==> src/design/ctl_pkg.sv <==
package ctl_pkg;

   // Length limit of an identifier or integer token; the length field is 8 bits.
   localparam int MAX_TOKEN_LEN = 255;
   localparam logic [7:0] LEN_LIMIT =
      (MAX_TOKEN_LEN > 255) ? 8'hFF : 8'(MAX_TOKEN_LEN);

   // Depth of the step queue between front and back.
   localparam int QUEUE_DEPTH = 4;
   localparam int QPTR_W = $clog2(QUEUE_DEPTH);
   localparam int QCNT_W = $clog2(QUEUE_DEPTH + 1);

   typedef enum logic [2:0] {
      KIND_LPAREN = 3'd0,
      KIND_RPAREN = 3'd1,
      KIND_LBRACE = 3'd2,
      KIND_RBRACE = 3'd3,
      KIND_SEMI   = 3'd4,
      KIND_IDENT  = 3'd5,
      KIND_INT    = 3'd6,
      KIND_ERROR  = 3'd7
   } token_kind_type;

   typedef enum logic [1:0] {
      MODE_IDLE  = 2'd0,
      MODE_IDENT = 2'd1,
      MODE_INT   = 2'd2,
      MODE_HALT  = 2'd3
   } scan_mode_type;

   typedef enum logic [2:0] {
      CLASS_BLANK,
      CLASS_PUNCT,
      CLASS_LETTER,
      CLASS_DIGIT,
      CLASS_OTHER
   } char_class_type;

   typedef struct packed {
      logic [7:0] char_byte;
      logic       end_of_input;
   } req_word_type;

   typedef struct packed {
      logic [2:0] token_kind;
      logic [7:0] token_length;
      logic [7:0] offending_byte;
      logic       last_of_run;
   } rsp_word_type;

   typedef struct packed {
      logic [2:0] kind;
      logic [7:0] length;
      logic [7:0] bad;
   } token_type;

   // All tokens caused by one byte: one or two.
   typedef struct packed {
      logic      two;
      token_type first;
      token_type second;
   } step_type;

   typedef struct packed {
      logic     push;
      step_type step;
   } qwrite_type;

   typedef struct packed {
      logic     empty;
      step_type step;
   } qread_type;

   function automatic char_class_type char_class(input logic [7:0] c);
      char_class_type cls;
      if (c == 8'h20 || c == 8'h09 || c == 8'h0D || c == 8'h0A)
         cls = CLASS_BLANK;
      else if (c == 8'h28 || c == 8'h29 || c == 8'h7B || c == 8'h7D || c == 8'h3B)
         cls = CLASS_PUNCT;
      else if ((c >= 8'h61 && c <= 8'h7A) || (c >= 8'h41 && c <= 8'h5A))
         cls = CLASS_LETTER;
      else if (c >= 8'h30 && c <= 8'h39)
         cls = CLASS_DIGIT;
      else
         cls = CLASS_OTHER;
      return cls;
   endfunction

   function automatic token_kind_type punct_kind(input logic [7:0] c);
      token_kind_type k;
      case (c)
         8'h28: k = KIND_LPAREN;
         8'h29: k = KIND_RPAREN;
         8'h7B: k = KIND_LBRACE;
         8'h7D: k = KIND_RBRACE;
         default: k = KIND_SEMI;
      endcase
      return k;
   endfunction

endpackage

==> src/design/c_token_lexer.sv <==
// A token word is registered in the step queue, whose head drives the rsp_ ports.
// Throughput: one byte per cycle in while req_full is low; one token word per
// cycle out while rsp_pop is high. A byte that closes two tokens stores both in
// one step; the four-entry step queue lets the front keep taking bytes meanwhile.
// Reset (synchronous, active high) clears scan mode, run length and the queue at once.
module c_token_lexer
   import ctl_pkg::*;
#(
   parameter int MAX_TOKEN_LEN = ctl_pkg::MAX_TOKEN_LEN
)
(
   input  logic         clock,
   input  logic         reset,
   // byte input, queue style
   input  logic         req_push,
   output logic         req_full,
   input  req_word_type req_word,
   // token output, queue style
   output logic         rsp_empty,
   input  logic         rsp_pop,
   output rsp_word_type rsp_word
);

   // Front end: classify each byte, advance the scan mode and run length, and
   // bundle the one or two tokens that the byte closes into a single step word.
   // Steps that close nothing are dropped here and never reach the queue.
   qwrite_type qwrite;
   qread_type  qread;
   logic       queue_full;
   logic       queue_pop;

   ctl_front #(
      .MAX_TOKEN_LEN (MAX_TOKEN_LEN)
   ) u_front (
      .clock      (clock),
      .reset      (reset),
      .req_push   (req_push),
      .req_word   (req_word),
      .queue_full (queue_full),
      .qwrite     (qwrite)
   );

   // Step queue: decouples the byte rate from the token rate. A byte is taken
   // whenever a slot is free, so full simply mirrors the queue.
   ctl_queue u_queue (
      .clock  (clock),
      .reset  (reset),
      .qwrite (qwrite),
      .full   (queue_full),
      .pop    (queue_pop),
      .qread  (qread)
   );

   assign req_full = queue_full;

   // Back end: serve the head step one token per pop, marking the last token
   // of each step, and release the step once its last token is taken.
   ctl_back u_back (
      .clock     (clock),
      .reset     (reset),
      .qread     (qread),
      .queue_pop (queue_pop),
      .rsp_empty (rsp_empty),
      .rsp_pop   (rsp_pop),
      .rsp_word  (rsp_word)
   );

endmodule

==> src/design/ctl_front.sv <==
module ctl_front
   import ctl_pkg::*;
#(
   parameter int MAX_TOKEN_LEN = ctl_pkg::MAX_TOKEN_LEN
)
(
   input  logic         clock,
   input  logic         reset,
   input  logic         req_push,
   input  req_word_type req_word,
   input  logic         queue_full,
   output qwrite_type   qwrite
);

   // cap the limit at what the 8-bit length field holds
   localparam logic [7:0] LEN_CAP =
      (MAX_TOKEN_LEN > 255) ? 8'hFF : 8'(MAX_TOKEN_LEN);

   scan_mode_type mode_ff, mode_in;
   logic [7:0]    len_ff, len_in;

   always_ff @(posedge clock) begin
      if (reset) begin
         mode_ff <= MODE_IDLE;
         len_ff  <= '0;
      end else begin
         mode_ff <= mode_in;
         len_ff  <= len_in;
      end
   end

   logic           accept;
   logic           is_open;
   logic [7:0]     ext_len;
   token_type      open_tok;
   token_type      eoi_tok;
   token_type      punct_tok;
   token_type      err_tok;
   token_type [1:0] tok;
   logic [1:0]     cnt;

   assign accept  = req_push && !queue_full;
   assign is_open = (mode_ff == MODE_IDENT) || (mode_ff == MODE_INT);
   assign ext_len = (len_ff < LEN_CAP) ? len_ff + 8'd1 : len_ff;

   always_comb begin
      mode_in = mode_ff;
      len_in  = len_ff;
      cnt     = '0;
      tok     = '0;

      open_tok.kind   = (mode_ff == MODE_IDENT) ? KIND_IDENT : KIND_INT;
      open_tok.length = len_ff;
      open_tok.bad    = '0;

      punct_tok.kind   = punct_kind(req_word.char_byte);
      punct_tok.length = 8'd1;
      punct_tok.bad    = '0;

      err_tok.kind   = KIND_ERROR;
      err_tok.length = 8'd1;
      err_tok.bad    = req_word.char_byte;

      eoi_tok = '0;

      if (accept && mode_ff != MODE_HALT) begin
         case (char_class(req_word.char_byte))
            CLASS_BLANK: begin
               if (is_open) begin
                  tok[cnt[0]] = open_tok;
                  cnt = cnt + 2'd1;
               end
               mode_in = MODE_IDLE;
               len_in  = '0;
            end
            CLASS_PUNCT: begin
               if (is_open) begin
                  tok[cnt[0]] = open_tok;
                  cnt = cnt + 2'd1;
               end
               tok[cnt[0]] = punct_tok;
               cnt = cnt + 2'd1;
               mode_in = MODE_IDLE;
               len_in  = '0;
            end
            CLASS_LETTER: begin
               if (mode_ff == MODE_IDENT) begin
                  len_in = ext_len;
               end else begin
                  if (mode_ff == MODE_INT) begin
                     tok[cnt[0]] = open_tok;
                     cnt = cnt + 2'd1;
                  end
                  mode_in = MODE_IDENT;
                  len_in  = 8'd1;
               end
            end
            CLASS_DIGIT: begin
               if (is_open) begin
                  len_in = ext_len;
               end else begin
                  mode_in = MODE_INT;
                  len_in  = 8'd1;
               end
            end
            default: begin
               if (is_open) begin
                  tok[cnt[0]] = open_tok;
                  cnt = cnt + 2'd1;
               end
               tok[cnt[0]] = err_tok;
               cnt = cnt + 2'd1;
               mode_in = MODE_HALT;
               len_in  = '0;
            end
         endcase

         // flush whatever token is still open after this byte
         if (req_word.end_of_input && (mode_in == MODE_IDENT || mode_in == MODE_INT)) begin
            eoi_tok.kind   = (mode_in == MODE_IDENT) ? KIND_IDENT : KIND_INT;
            eoi_tok.length = len_in;
            eoi_tok.bad    = '0;
            tok[cnt[0]] = eoi_tok;
            cnt = cnt + 2'd1;
            mode_in = MODE_IDLE;
            len_in  = '0;
         end
      end
   end

   assign qwrite.push        = (cnt != 2'd0);
   assign qwrite.step.two    = cnt[1];
   assign qwrite.step.first  = tok[0];
   assign qwrite.step.second = tok[1];

endmodule

==> src/design/ctl_queue.sv <==
module ctl_queue
   import ctl_pkg::*;
(
   input  logic       clock,
   input  logic       reset,
   input  qwrite_type qwrite,
   output logic       full,
   input  logic       pop,
   output qread_type  qread
);

   step_type [QUEUE_DEPTH-1:0] slot_ff;
   logic [QPTR_W-1:0]          wr_ptr_ff, wr_ptr_in;
   logic [QPTR_W-1:0]          rd_ptr_ff, rd_ptr_in;
   logic [QCNT_W-1:0]          count_ff, count_in;
   logic                       do_push, do_pop;

   assign full    = (count_ff == QCNT_W'(QUEUE_DEPTH));
   assign do_push = qwrite.push && !full;
   assign do_pop  = pop && (count_ff != '0);

   always_comb begin
      wr_ptr_in = wr_ptr_ff;
      rd_ptr_in = rd_ptr_ff;
      count_in  = count_ff;
      if (do_push)
         wr_ptr_in = (wr_ptr_ff == QPTR_W'(QUEUE_DEPTH - 1)) ? '0 : wr_ptr_ff + 1'b1;
      if (do_pop)
         rd_ptr_in = (rd_ptr_ff == QPTR_W'(QUEUE_DEPTH - 1)) ? '0 : rd_ptr_ff + 1'b1;
      if (do_push && !do_pop)
         count_in = count_ff + 1'b1;
      else if (do_pop && !do_push)
         count_in = count_ff - 1'b1;
   end

   always_ff @(posedge clock) begin
      if (reset) begin
         wr_ptr_ff <= '0;
         rd_ptr_ff <= '0;
         count_ff  <= '0;
      end else begin
         wr_ptr_ff <= wr_ptr_in;
         rd_ptr_ff <= rd_ptr_in;
         count_ff  <= count_in;
      end
   end

   always_ff @(posedge clock) begin
      if (do_push)
         slot_ff[wr_ptr_ff] <= qwrite.step;
   end

   assign qread.empty = (count_ff == '0);
   assign qread.step  = slot_ff[rd_ptr_ff];

endmodule

==> src/design/ctl_back.sv <==
module ctl_back
   import ctl_pkg::*;
(
   input  logic         clock,
   input  logic         reset,
   input  qread_type    qread,
   output logic         queue_pop,
   output logic         rsp_empty,
   input  logic         rsp_pop,
   output rsp_word_type rsp_word
);

   // which token of the head step is on the result ports
   logic second_ff, second_in;
   logic take;

   assign take      = rsp_pop && !qread.empty;
   assign rsp_empty = qread.empty;

   always_comb begin
      second_in = second_ff;
      queue_pop = 1'b0;
      if (take) begin
         if (!second_ff && qread.step.two) begin
            second_in = 1'b1;
         end else begin
            second_in = 1'b0;
            queue_pop = 1'b1;
         end
      end
   end

   always_ff @(posedge clock) begin
      if (reset)
         second_ff <= 1'b0;
      else
         second_ff <= second_in;
   end

   token_type cur;
   assign cur = second_ff ? qread.step.second : qread.step.first;

   assign rsp_word.token_kind     = cur.kind;
   assign rsp_word.token_length   = cur.length;
   assign rsp_word.offending_byte = cur.bad;
   assign rsp_word.last_of_run    = second_ff || !qread.step.two;

endmodule

==> config.mk <==
export PLATFORM = sky130hd
export DESIGN_NAME = c_token_lexer
export DESIGN_NICKNAME = d
export VERILOG_FILES = /design/src/design/ctl_pkg.sv /design/src/design/c_token_lexer.sv /design/src/design/ctl_front.sv /design/src/design/ctl_queue.sv /design/src/design/ctl_back.sv
export SDC_FILE = /design/constraint.sdc
export NUM_CORES = 1
export LEC_CHECK = 0
export ABC_AREA = 1
export BUFFER_PORTS_ARGS = -buffer_cell sky130_fd_sc_hd__buf_2
export CAP_MARGIN = 30
export CORE_MARGIN = 5
export CORE_UTILIZATION = 60
export CTS_BUF_LIST = sky130_fd_sc_hd__clkbuf_16
export CTS_CLUSTER_DIAMETER = 30
export DETAILED_ROUTE_END_ITERATION = 6
export HOLD_SLACK_MARGIN = 0.06
export MAX_ROUTING_LAYER = met4
export PLACE_DENSITY = 0.86
export SLEW_MARGIN = 20
export SYNTH_ARGS = -nofsm -noshare
export SYNTH_HDL_FRONTEND = slang
export SYNTH_SLANG_ARGS = --single-unit
==> constraint.sdc <==
create_clock -name clock -period 5 [get_ports clock]
set_input_delay 0.5 -clock clock [delete_from_list [all_inputs] [get_ports clock]]
set_output_delay 0.5 -clock clock [all_outputs]
set_load 0.1 [all_outputs]
### Yosys cells after proc, flatten, opt, wreduce, memory -nomap -nowiden

Cells that the tools add are included.
W data, S select, Z words.

| storage, ports and cells | value |
|---|---|
| bits in registers | 174 |
| latch bits | 0 |
| bits in writable memories | 0 |
| ROM bits | 0 |
| input bits | 13 |
| output and inout bits | 22 |
| logic and storage cells | 184 |
| memories kept | 0 |

| operators by class | value |
|---|---|
| add/sub/neg operators | 8 |
| multipliers | 0 |
| divide/modulo/power cells | 0 |
| order comparisons | 16 |
| equality and inequality tests | 20 |
| shifts and indexed selects | 0 |
| multiplexer cells | 65 |
| bitwise operators | 0 |
| reduce and logical (&&, ||, !) cells | 41 |

Operator list:

| kind | count |
|---|---|
| $mux W19 | 13 |
| $bwmux W156 | 1 |
| $bwmux W38 | 3 |
| $bmux W39 S2 | 1 |
| $demux W39 S2 | 1 |
| $mux W39 | 2 |
| $mux W38 | 2 |
| $pmux W19 S4 | 1 |
| $demux W19 S1 | 3 |
| $mux W8 | 5 |
| $pmux W19 S2 | 1 |
| $eq A8 B6 Y1 const B | 4 |
| $mux W2 | 16 |
| $eq A8 B4 Y1 const B | 3 |
| $mux W3 | 7 |
| $eq A8 B7 Y1 const B | 2 |
| $ge A8 B7 Y1 const B | 2 |
| $le A8 B7 Y1 const B | 2 |
| $logic_and A1 B1 Y1 | 16 |
| $pmux W8 S2 | 1 |
| $pmux W3 S4 | 1 |
| $logic_or A1 B1 Y1 | 11 |
| $add A2 B1 Y2 const B | 5 |
| $add A8 B1 Y8 const B | 1 |
| 25 further kinds | 46 |

### Logic depth before layout (Yosys ltp)

Gate-level depths: netlist (run 1).

| logic depth | value |
|---|---|
| word-level depth | 24 |
| depth in mapped cells | 21 |
| gate-level depth less buffers | 21 |

### Modules after synthesis

A second synthesis (run 1) with hierarchy kept.

| unflattened totals | value |
|---|---|
| cell total of the unflattened synthesis | 861 |
| area total of the unflattened synthesis | 8308.0 um^2 |

Modules (own cells, without submodules):

| module | times used | cells an instance | area an instance (um^2) |
|---|---|---|---|
| ctl_queue | 1 | 446 | 6226.0 |
| ctl_front | 1 | 341 | 1754.2 |
| ctl_back | 1 | 74 | 327.8 |

### Worst setup path before layout (run 1)

Ideal clock, no wire load.

| timing path | value |
|---|---|
| path type | in2reg |
| from | input port req_word[8] in the netlist's numbering |
| to | register u_queue.slot_ff[0] in the netlist's numbering, enable pin |
| library setup time | 0.435 ns |
| arrival time | 3.780 ns |
| path slack | 0.785 ns |
| cell stages on the path | 12 |
| buffers on the path | 0 |
| cells stage by stage | inv_1 > nand2_1 > nor2_1 > nand3_1 > nand3_1 > nor2_1 > nand2_2 > nand3_1 > ha_1 > nor2_1 > o21ai_2 > nor2_1 |

| on the way | value |
|---|---|
| cells in the longest elaborated chain, start to end | 19 |
| elaborated cells between the ends (all ways) | 49 |
| classes of those cells | add/sub: 1; order compare: 6; eq/ne: 14; mux: 11; reduce/logical: 17 |

Ends and longest elaborated chain:

| item | RTL line | text |
|---|---|---|
| start, declared | c_token_lexer.sv:17 | `input req_word_type req_word,` |
| branches (longest 6 deep; another with $ge A8 B6 Y1) | n/a |  |
| $mux W3 (*) | ctl_pkg.sv:76 | `if (c == 8'h20 \|\| c == 8'h09 \|\| c == 8'h0D \|\| c == 8'h0A)` |
| $mux W3 (*) | ctl_front.sv:66 | `if (accept && mode_ff != MODE_HALT) begin` |
| $eq A3 B1 Y1 / $logic_not A3 Y1 (equally long branches) | ctl_front.sv:67 | `case (char_class(req_word.char_byte))` |
| $reduce_or A2 Y1 (no line) | n/a |  |
| $pmux W2 S3 | ctl_front.sv:67 |  |
| $mux W2 | ctl_front.sv:66 |  |
| $eq A2 B1 Y1 / $eq A2 B2 Y1 (equally long branches) | ctl_front.sv:119 | `if (req_word.end_of_input && (mode_in == MODE_IDENT \|\| mode_in == MODE_INT)) begin` |
| $logic_or A1 B1 Y1 | ctl_front.sv:119 |  |
| $logic_and A1 B1 Y1 | ctl_front.sv:119 |  |
| $mux W2 (*) | ctl_front.sv:119 |  |
| $mux W2 (*) | ctl_front.sv:66 |  |
| $reduce_bool A2 Y1 (*) | ctl_front.sv:131 | `assign qwrite.push = (cnt != 2'd0);` |
| $logic_and A1 B1 Y1 (*) | ctl_queue.sv:19 | `assign do_push = qwrite.push && !full;` |
| end signal, assigned by index | ctl_queue.sv:50 | `slot_ff[wr_ptr_ff] <= qwrite.step;` |
| end, declared | ctl_queue.sv:12 | `step_type [QUEUE_DEPTH-1:0] slot_ff;` |

Every way passes the cells marked *. The select of a mux whose other input is x is not followed.
A chain may end at the register's enable or synchronous reset.

==> results of run 1 <==
## report_power, final
group          leakage [nW]  internal [W]  switching, W  total, W
Sequential             1.61       0.00179     0.0000577   0.00184
Combinational          1.39      0.000437       0.00202   0.00246
Clock                 0.298      0.000826      0.000532   0.00136
## registers in the layout (all words and copies together) (netlist names)
signal	count
u_back.second_ff	1
u_front.len_ff	8
u_front.mode_ff	2
u_queue.count_ff	3
u_queue.rd_ptr_ff	2
u_queue.slot_ff	156
u_queue.wr_ptr_ff	2
## Yosys cell counts (all sizes together)
cell | number | share of area
nand3 | 28 | 0.021
fa | 1 | 0.0025
dfxtp | 18 | 0.045
a31oi | 20 | 0.016
nor2 | 188 | 0.089
buf | 6 | 0.0050
ha | 13 | 0.020
nand4 | 1 | 0.00078
a21boi | 1 | 0.00093
mux2i | 1 | 0.0012
clkbuf | 32 | 0.015
o22ai | 22 | 0.018
o21ai | 103 | 0.064
xor2 | 1 | 0.0011
a21oi | 24 | 0.015
o31ai | 1 | 0.00093
edfxtp | 156 | 0.58
or2 | 1 | 0.00078
nor3 | 30 | 0.024
inv | 56 | 0.026
nand2 | 86 | 0.045
a22oi | 7 | 0.0065
## per-layer routing
layer	share of wire	wire length, um	track usage
met3	0.097	1838	0.05292
met2	0.48	9008	0.3874
met4	0.020	385	0.08202
met1	0.40	7626	0.3308
met5	0	0	-
## path summary, 6_finish.rpt
| path | endpoint | from | cells after the start |
|---|---|---|---|
| max | rsp_word[18] | u_queue.rd_ptr_ff[0] | 7 |
| min | u_front.len_ff[7] | reset | 2 |
| max reg2reg | u_queue.count_ff[2] | u_front.mode_ff[0] | 16 |
| min reg2reg | u_queue.count_ff[2] | u_queue.count_ff[2] | 2 |
## cells by family after synthesis
| group | share of synthesized area |
|---|---|
| XOR/XNOR | 0.001088 |
| multiplexers | 0.001243 |
| adder cells (fa/ha/maj) | 0.02269 |
| AND/OR/NAND/NOR | 0.1809 |
| flip-flops | 0.6265 |
| AO/OA/AOI/OAI | 0.1217 |
| buffers and inverters | 0.04599 |
## through the flow
step | cells | util | instance area, um2 | worst slack, ns | total power, W
after floorplan | 796 | - | 8053 | 0.7850 | 0.003810
after CTS | 1009 | 0.6818 | 8994 | 1.581 | 0.005638
after global routing | 1010 | 0.6830 | 9009 | 1.100 | 0.005876
after detailed placement | 978 | 0.6360 | 8389 | 1.212 | 0.004277
final | 1010 | 0.6830 | 9009 | 1.564 | 0.005659
after global placement | 978 | 0.6360 | 8389 | 1.342 | 0.004233
## cell type report
class	count	area [um2]
tap	176	220.2
sequential	174	5046
timing repair buffer	45	260.3
clock inverter	14	178.9
inverter	56	210.2
fill	877	4182
multi-input combinational	528	2668
clock buffer	17	425.4
==> impl_results.md, run 1 <==
- Status: finished clean
- Kind of critical path: reg2out
- Setup TNS Final: 0 ns
- Antenna cells: 0
- Power Density: about 630 nW/um2
- Clock buffer depth: 2
- Global route total overflow: 0
- Mapped cell area: approximately 8000 um2
- Die ar.: about 16000 um2
- Sequential-to-total area share from yosys stat: 0.6265
- VDD IR max: 0.4152 mV
- DR iter-0 viols: about 830
- Share of cells above drive strength 1: 0.1391
- Vias: approximately 6100
- Nets: between 800 and 900
- H-tree Lvls: 4
- CP max FO: 46
- Gr usage total: 0.2487
- Die Y: 125.9 um
- Row Count: between 40 and 50
- Tcrit/Tclk final: 0.6872
- Post-route ant nets: 0
- Yosys warns: 0
- I/O pin count: 35
- Net Count, Synth: between 800 and 900
- Avg Cell Area, Syn: 10.12 um2
- TritonCTS clock tree: yes
- Relative slew slack: 0.3954
- CP top delay family: buffers and inverters
- DP HPWL: 11200 um
- Setup violations, final: 0
- Drt wl/cell: 18.67 um
- Synth unique cells: 35
- Final Max Tran Viols: 0
- Crit path cell chain: inv_2 > buf_4 > o21ai_0 > o22ai_1 > nor2_1 > a31oi_1 > buf_2
- Drt pass-1 iters: 7
- Clk_skew: 0.007684 ns
- Vias in the first global route: approximately 5700
- Setup Fix Bufs, Post-CTS: 0
- CP arrival: between 2 and 3 ns
- Clock Tree Root: clkbuf_16
- Req. time, crit path: 4.50 ns
- Post-CTS sizing: 0
- Worst setup SP type: flop
- Worst Hold Class: in2reg
- Maxcap violations: 0
- # port buffers: 34
- DRC viols: 0
- Clock transition at path regs: 0.06 ns
- Min cycle time layout: ~3.4 ns
- Final wirelength: between 15000 and 20000 um
- Largest net degree at the start of global routing: between 80 and 90
- Max Clk Rate: about 290 MHz
- Max stage delay on crit path: approximately 0.52 ns
- Commonest non-fill, non-tap cells in the layout: 180 x nor2_1, 156 x edfxtp_1, 95 x o21ai_0
- Buf/Inv on CP: 3
- Clock latency on the worst-skew pair: approximately 0.43 ns
- Syn Inst Count: ~800
- Endpoint type of the worst setup path: primary output
- First-pass GRT wire length: between 30000 and 40000 um
- Synth Register Bits: approximately 170
- Clock sinks: between 150 and 200
- Reg2reg setup slack: 1.70 ns
- Initial Util: 0.6105
- Initial antenna violation count: 0
- RSZ-0062 raised after global routing: false
- Area of the core: approximately 13000 um2
- Worst Tran Pin Value: about 0.90 ns
- Die W: 125.9 um
- Commonest non-fill, non-tap cell in the layout: nor2_1
- Crit path max-delay cell type: inv_2
- Vias/cell: roughly 6
- # hold bufs at CTS: 0
- Fin Hold WS: between 0.3 and 0.4 ns
- Hold Violations, Final: 0
- Synth-to-layout area growth: 11.87%
- Leak Pwr: 3.297 nW
- Total CTS buffers: 17
- GP Congestion: 0.9612
No activity file was read; power rests on OpenSTA's default activity.
==> run 2: changes to the inputs <==
CORE_UTILIZATION = 56   (was 60)
PLACE_DENSITY = 0.84   (was 0.86)
clock period = 2.99 ns   (was 5 ns; I/O delays follow)
==> run 2 against run 1 <==
Net effect: routed wire length shrank 0.31%; global-route usage down 0.80 points; cell area up 7.1%; non-clock buffer count grew 24; die area grew 6.6%; critical endpoint is now rsp_word[13].
==> impl_results.md, run 2 (synthesis gave the netlist of run 1 again) <==
- RSZ-0062 raised after global routing: true
- Critical Path Stages: 7 (unchanged)
- TritonCTS clock tree: yes
- Clock latency on the worst-skew pair: 0.43 ns (about the same)
- CP max FO: 58 (+26%)
- Global route total overflow: 0 (unchanged)
- Status: finished clean
- Max Clk Rate: 358.4 MHz
- Gr usage total: 0.2407 (-0.007962)
- Commonest non-fill, non-tap cell in the layout: nor2_1
- Initial Util: 0.5757 (-0.03484)
- Reg with most FFs: u_queue.slot_ff
- Tcrit/Tclk final: 0.9332
- Reg2reg start: u_front.mode_ff[1]
- Antenna cells: 0 (unchanged)
- Fill cells: 938 (+7.0%)
- Post-route ant nets: 0 (unchanged)
- Relative slew slack: 0.4881 (+0.09270)
- Hold_sp: reset
- Post-Layout Cell Count: 1039 (+2.9%)
- Area of the core: 13990 um2 (+6.1%)
- # port buffers: 34 (unchanged)
- DRC viols: 0 (unchanged)
- Placed Cells: 1007 (+3.0%)
- Worst setup SP type: flop
- Endpoint type of the worst setup path: primary output
- Crit. Startpoint: u_queue.rd_ptr_ff[0]
- DR iter-0 viols: 749 (-9.9%)
- Max stage delay on crit path: 0.42 ns (-0.10 ns)
- Clock sinks: 174 (unchanged)
- Clock buffer depth: 2 (unchanged)
- Setup violations, final: 0 (unchanged)
- Leak Pwr: 3.530 nW (+7.1%)
- Die W: 129.9 um (+3.2%)
- Buf/Inv on CP: 3 (unchanged)
- Vias in the first global route: 5962 (+3.9%)
- Worst Tran Pin Value: 0.7650 ns (-0.1370 ns)
- GP Congestion: 0.9176 (-4.5%)
- Die Y: 129.9 um (+3.2%)
- Crit path cell chain: inv_2 > buf_6 > o21ai_0 > o22ai_1 > nor2_1 > a31oi_2 > buf_12
- Drt pass-1 iters: 5 (-2)
- Hold Violations, Final: 0 (unchanged)
- Maxcap violations: 0 (unchanged)
- Die ar.: 16880 um2 (+6.6%)
- Clk_skew: 0.008733 ns (+0.001049 ns)
- I/O pin count: 35 (unchanged)
- Reg2Reg Depth: 16 (unchanged)
- Commonest non-fill, non-tap cells in the layout: 179 x nor2_1, 156 x edfxtp_1, 94 x o21ai_0
- Power Density: 1071 nW/um2 (+71%)
- Final wirelength: 18800 um (-0.31%)
- Row Count: 43 (+2.4%)
- Vias: 6061 (-0.15%)
- Largest net degree at the start of global routing: 67 (-17%)
- Kind of critical path: reg2out
- Crit path max-delay cell type: dfxtp_2
- Max reg flops: 156 (unchanged)
- CP arrival: 2.49 ns (-0.45 ns)
- Largest regs: u_queue.slot_ff (156), u_front.len_ff (8), u_queue.count_ff (3)
- Final Max Tran Viols: 0 (unchanged)
- DP HPWL: 11630 um (+3.9%)
- H-tree Lvls: 4 (unchanged)
- Nets: 873 (+2.8%)
- WHS Path Cells: 2 (unchanged)
- Initial antenna violation count: 0 (unchanged)
- Worst Hold Class: in2reg
- Total CTS buffers: 17 (unchanged)
- VDD IR max: 1.001 mV (+140%)
- Synth-to-layout area growth: 19.81%
- Vias/cell: 5.833 (-2.9%)
- CP top delay family: buffers and inverters
- Reg2reg setup slack: 0.24 ns (-1.46 ns)
- Total power: 0.01034 W (+83%)
- First-pass GRT wire length: 29990 um (-0.43%)
- Clock Tree Root: clkbuf_16
- Drt wl/cell: 18.09 um (-3.1%)
- Clock transition at path regs: 0.06 ns (about the same)
- Req. time, crit path: 2.69 ns (-1.81 ns)
- Min cycle time layout: 2.790 ns
- Share of cells above drive strength 1: 0.1909 (+0.05183)
==> run 2: worst paths after layout <==
path                                       endpoint
worst max-delay path                   rsp_word[13]
worst min-delay path             u_front.mode_ff[0]
worst max register to register  u_queue.count_ff[2]
worst min register to register    u_front.len_ff[6]
==> run 2: worst register-to-register path, delay by kind of cell, from the launching register on <==
family	cells	cell delay (ns)
and+or+nand+nor	2	0.23
adders and majority gates	4	1.06
buffers and inverters	4	0.32
AOI/OAI and AO/OA	6	0.67
DFF	1	0.36
==> run 2: metrics by stage <==
stage	area, um2	setup TNS, ns	setup slack (ns)	utilization	hold WS (ns)
floorplan	8217	-30.92	-0.2642	-	0.4685
global placement	9081	0	0.05074	0.6492	0.4918
detailed placement	9081	-0.04891	-0.04891	0.6492	0.4966
CTS	9637	0	0.05535	0.6889	0.2042
global route	9648	-0.04371	-0.04371	0.6897	0.2117
finish	9648	0	0.1997	0.6897	0.2004
==> run 2: final cells by class <==
| cell class | count | area, um2 | share of cell area |
|---|---|---|---|
| flip-flops and latches | 174 | 5047 | 0.5231 |
| multi-input cells | 528 | 2819 | 0.2922 |
| repair buffers | 69 | 790.8 | 0.08196 |
| clock buffers | 17 | 425.4 | 0.04409 |
| well taps | 180 | 225.2 | 0.02334 |
| inverters | 56 | 210.2 | 0.02179 |
| clock inverters | 15 | 130.1 | 0.01349 |
==> run 2: where the power goes <==
| group | internal [W] | switching, W | total (W) |
|---|---|---|---|
| clock network | 0.00121 | 0.000879 | 0.00209 |
| registers | 0.00298 | 0.000129 | 0.00311 |
| logic | 0.00158 | 0.00356 | 0.00514 |
==> run 2: per-layer routing <==
layer,track usage,wire [um],up-vias
met5,-,0,-
met4,0.1057,407,0
met3,0.05239,1553,46
met2,0.3855,9404,299
met1,0.2971,7436,2829
li1,-,-,2887
==> run 2: repair_timing <==
| action | in CTS | in global routing |
|---|---|---|
| resized for setup | 0 | 5 |
| hold buffers | 0 | 0 |
| endpoints found under the setup margin | 0 | 11 |
| buffers inserted | 0 | 0 |
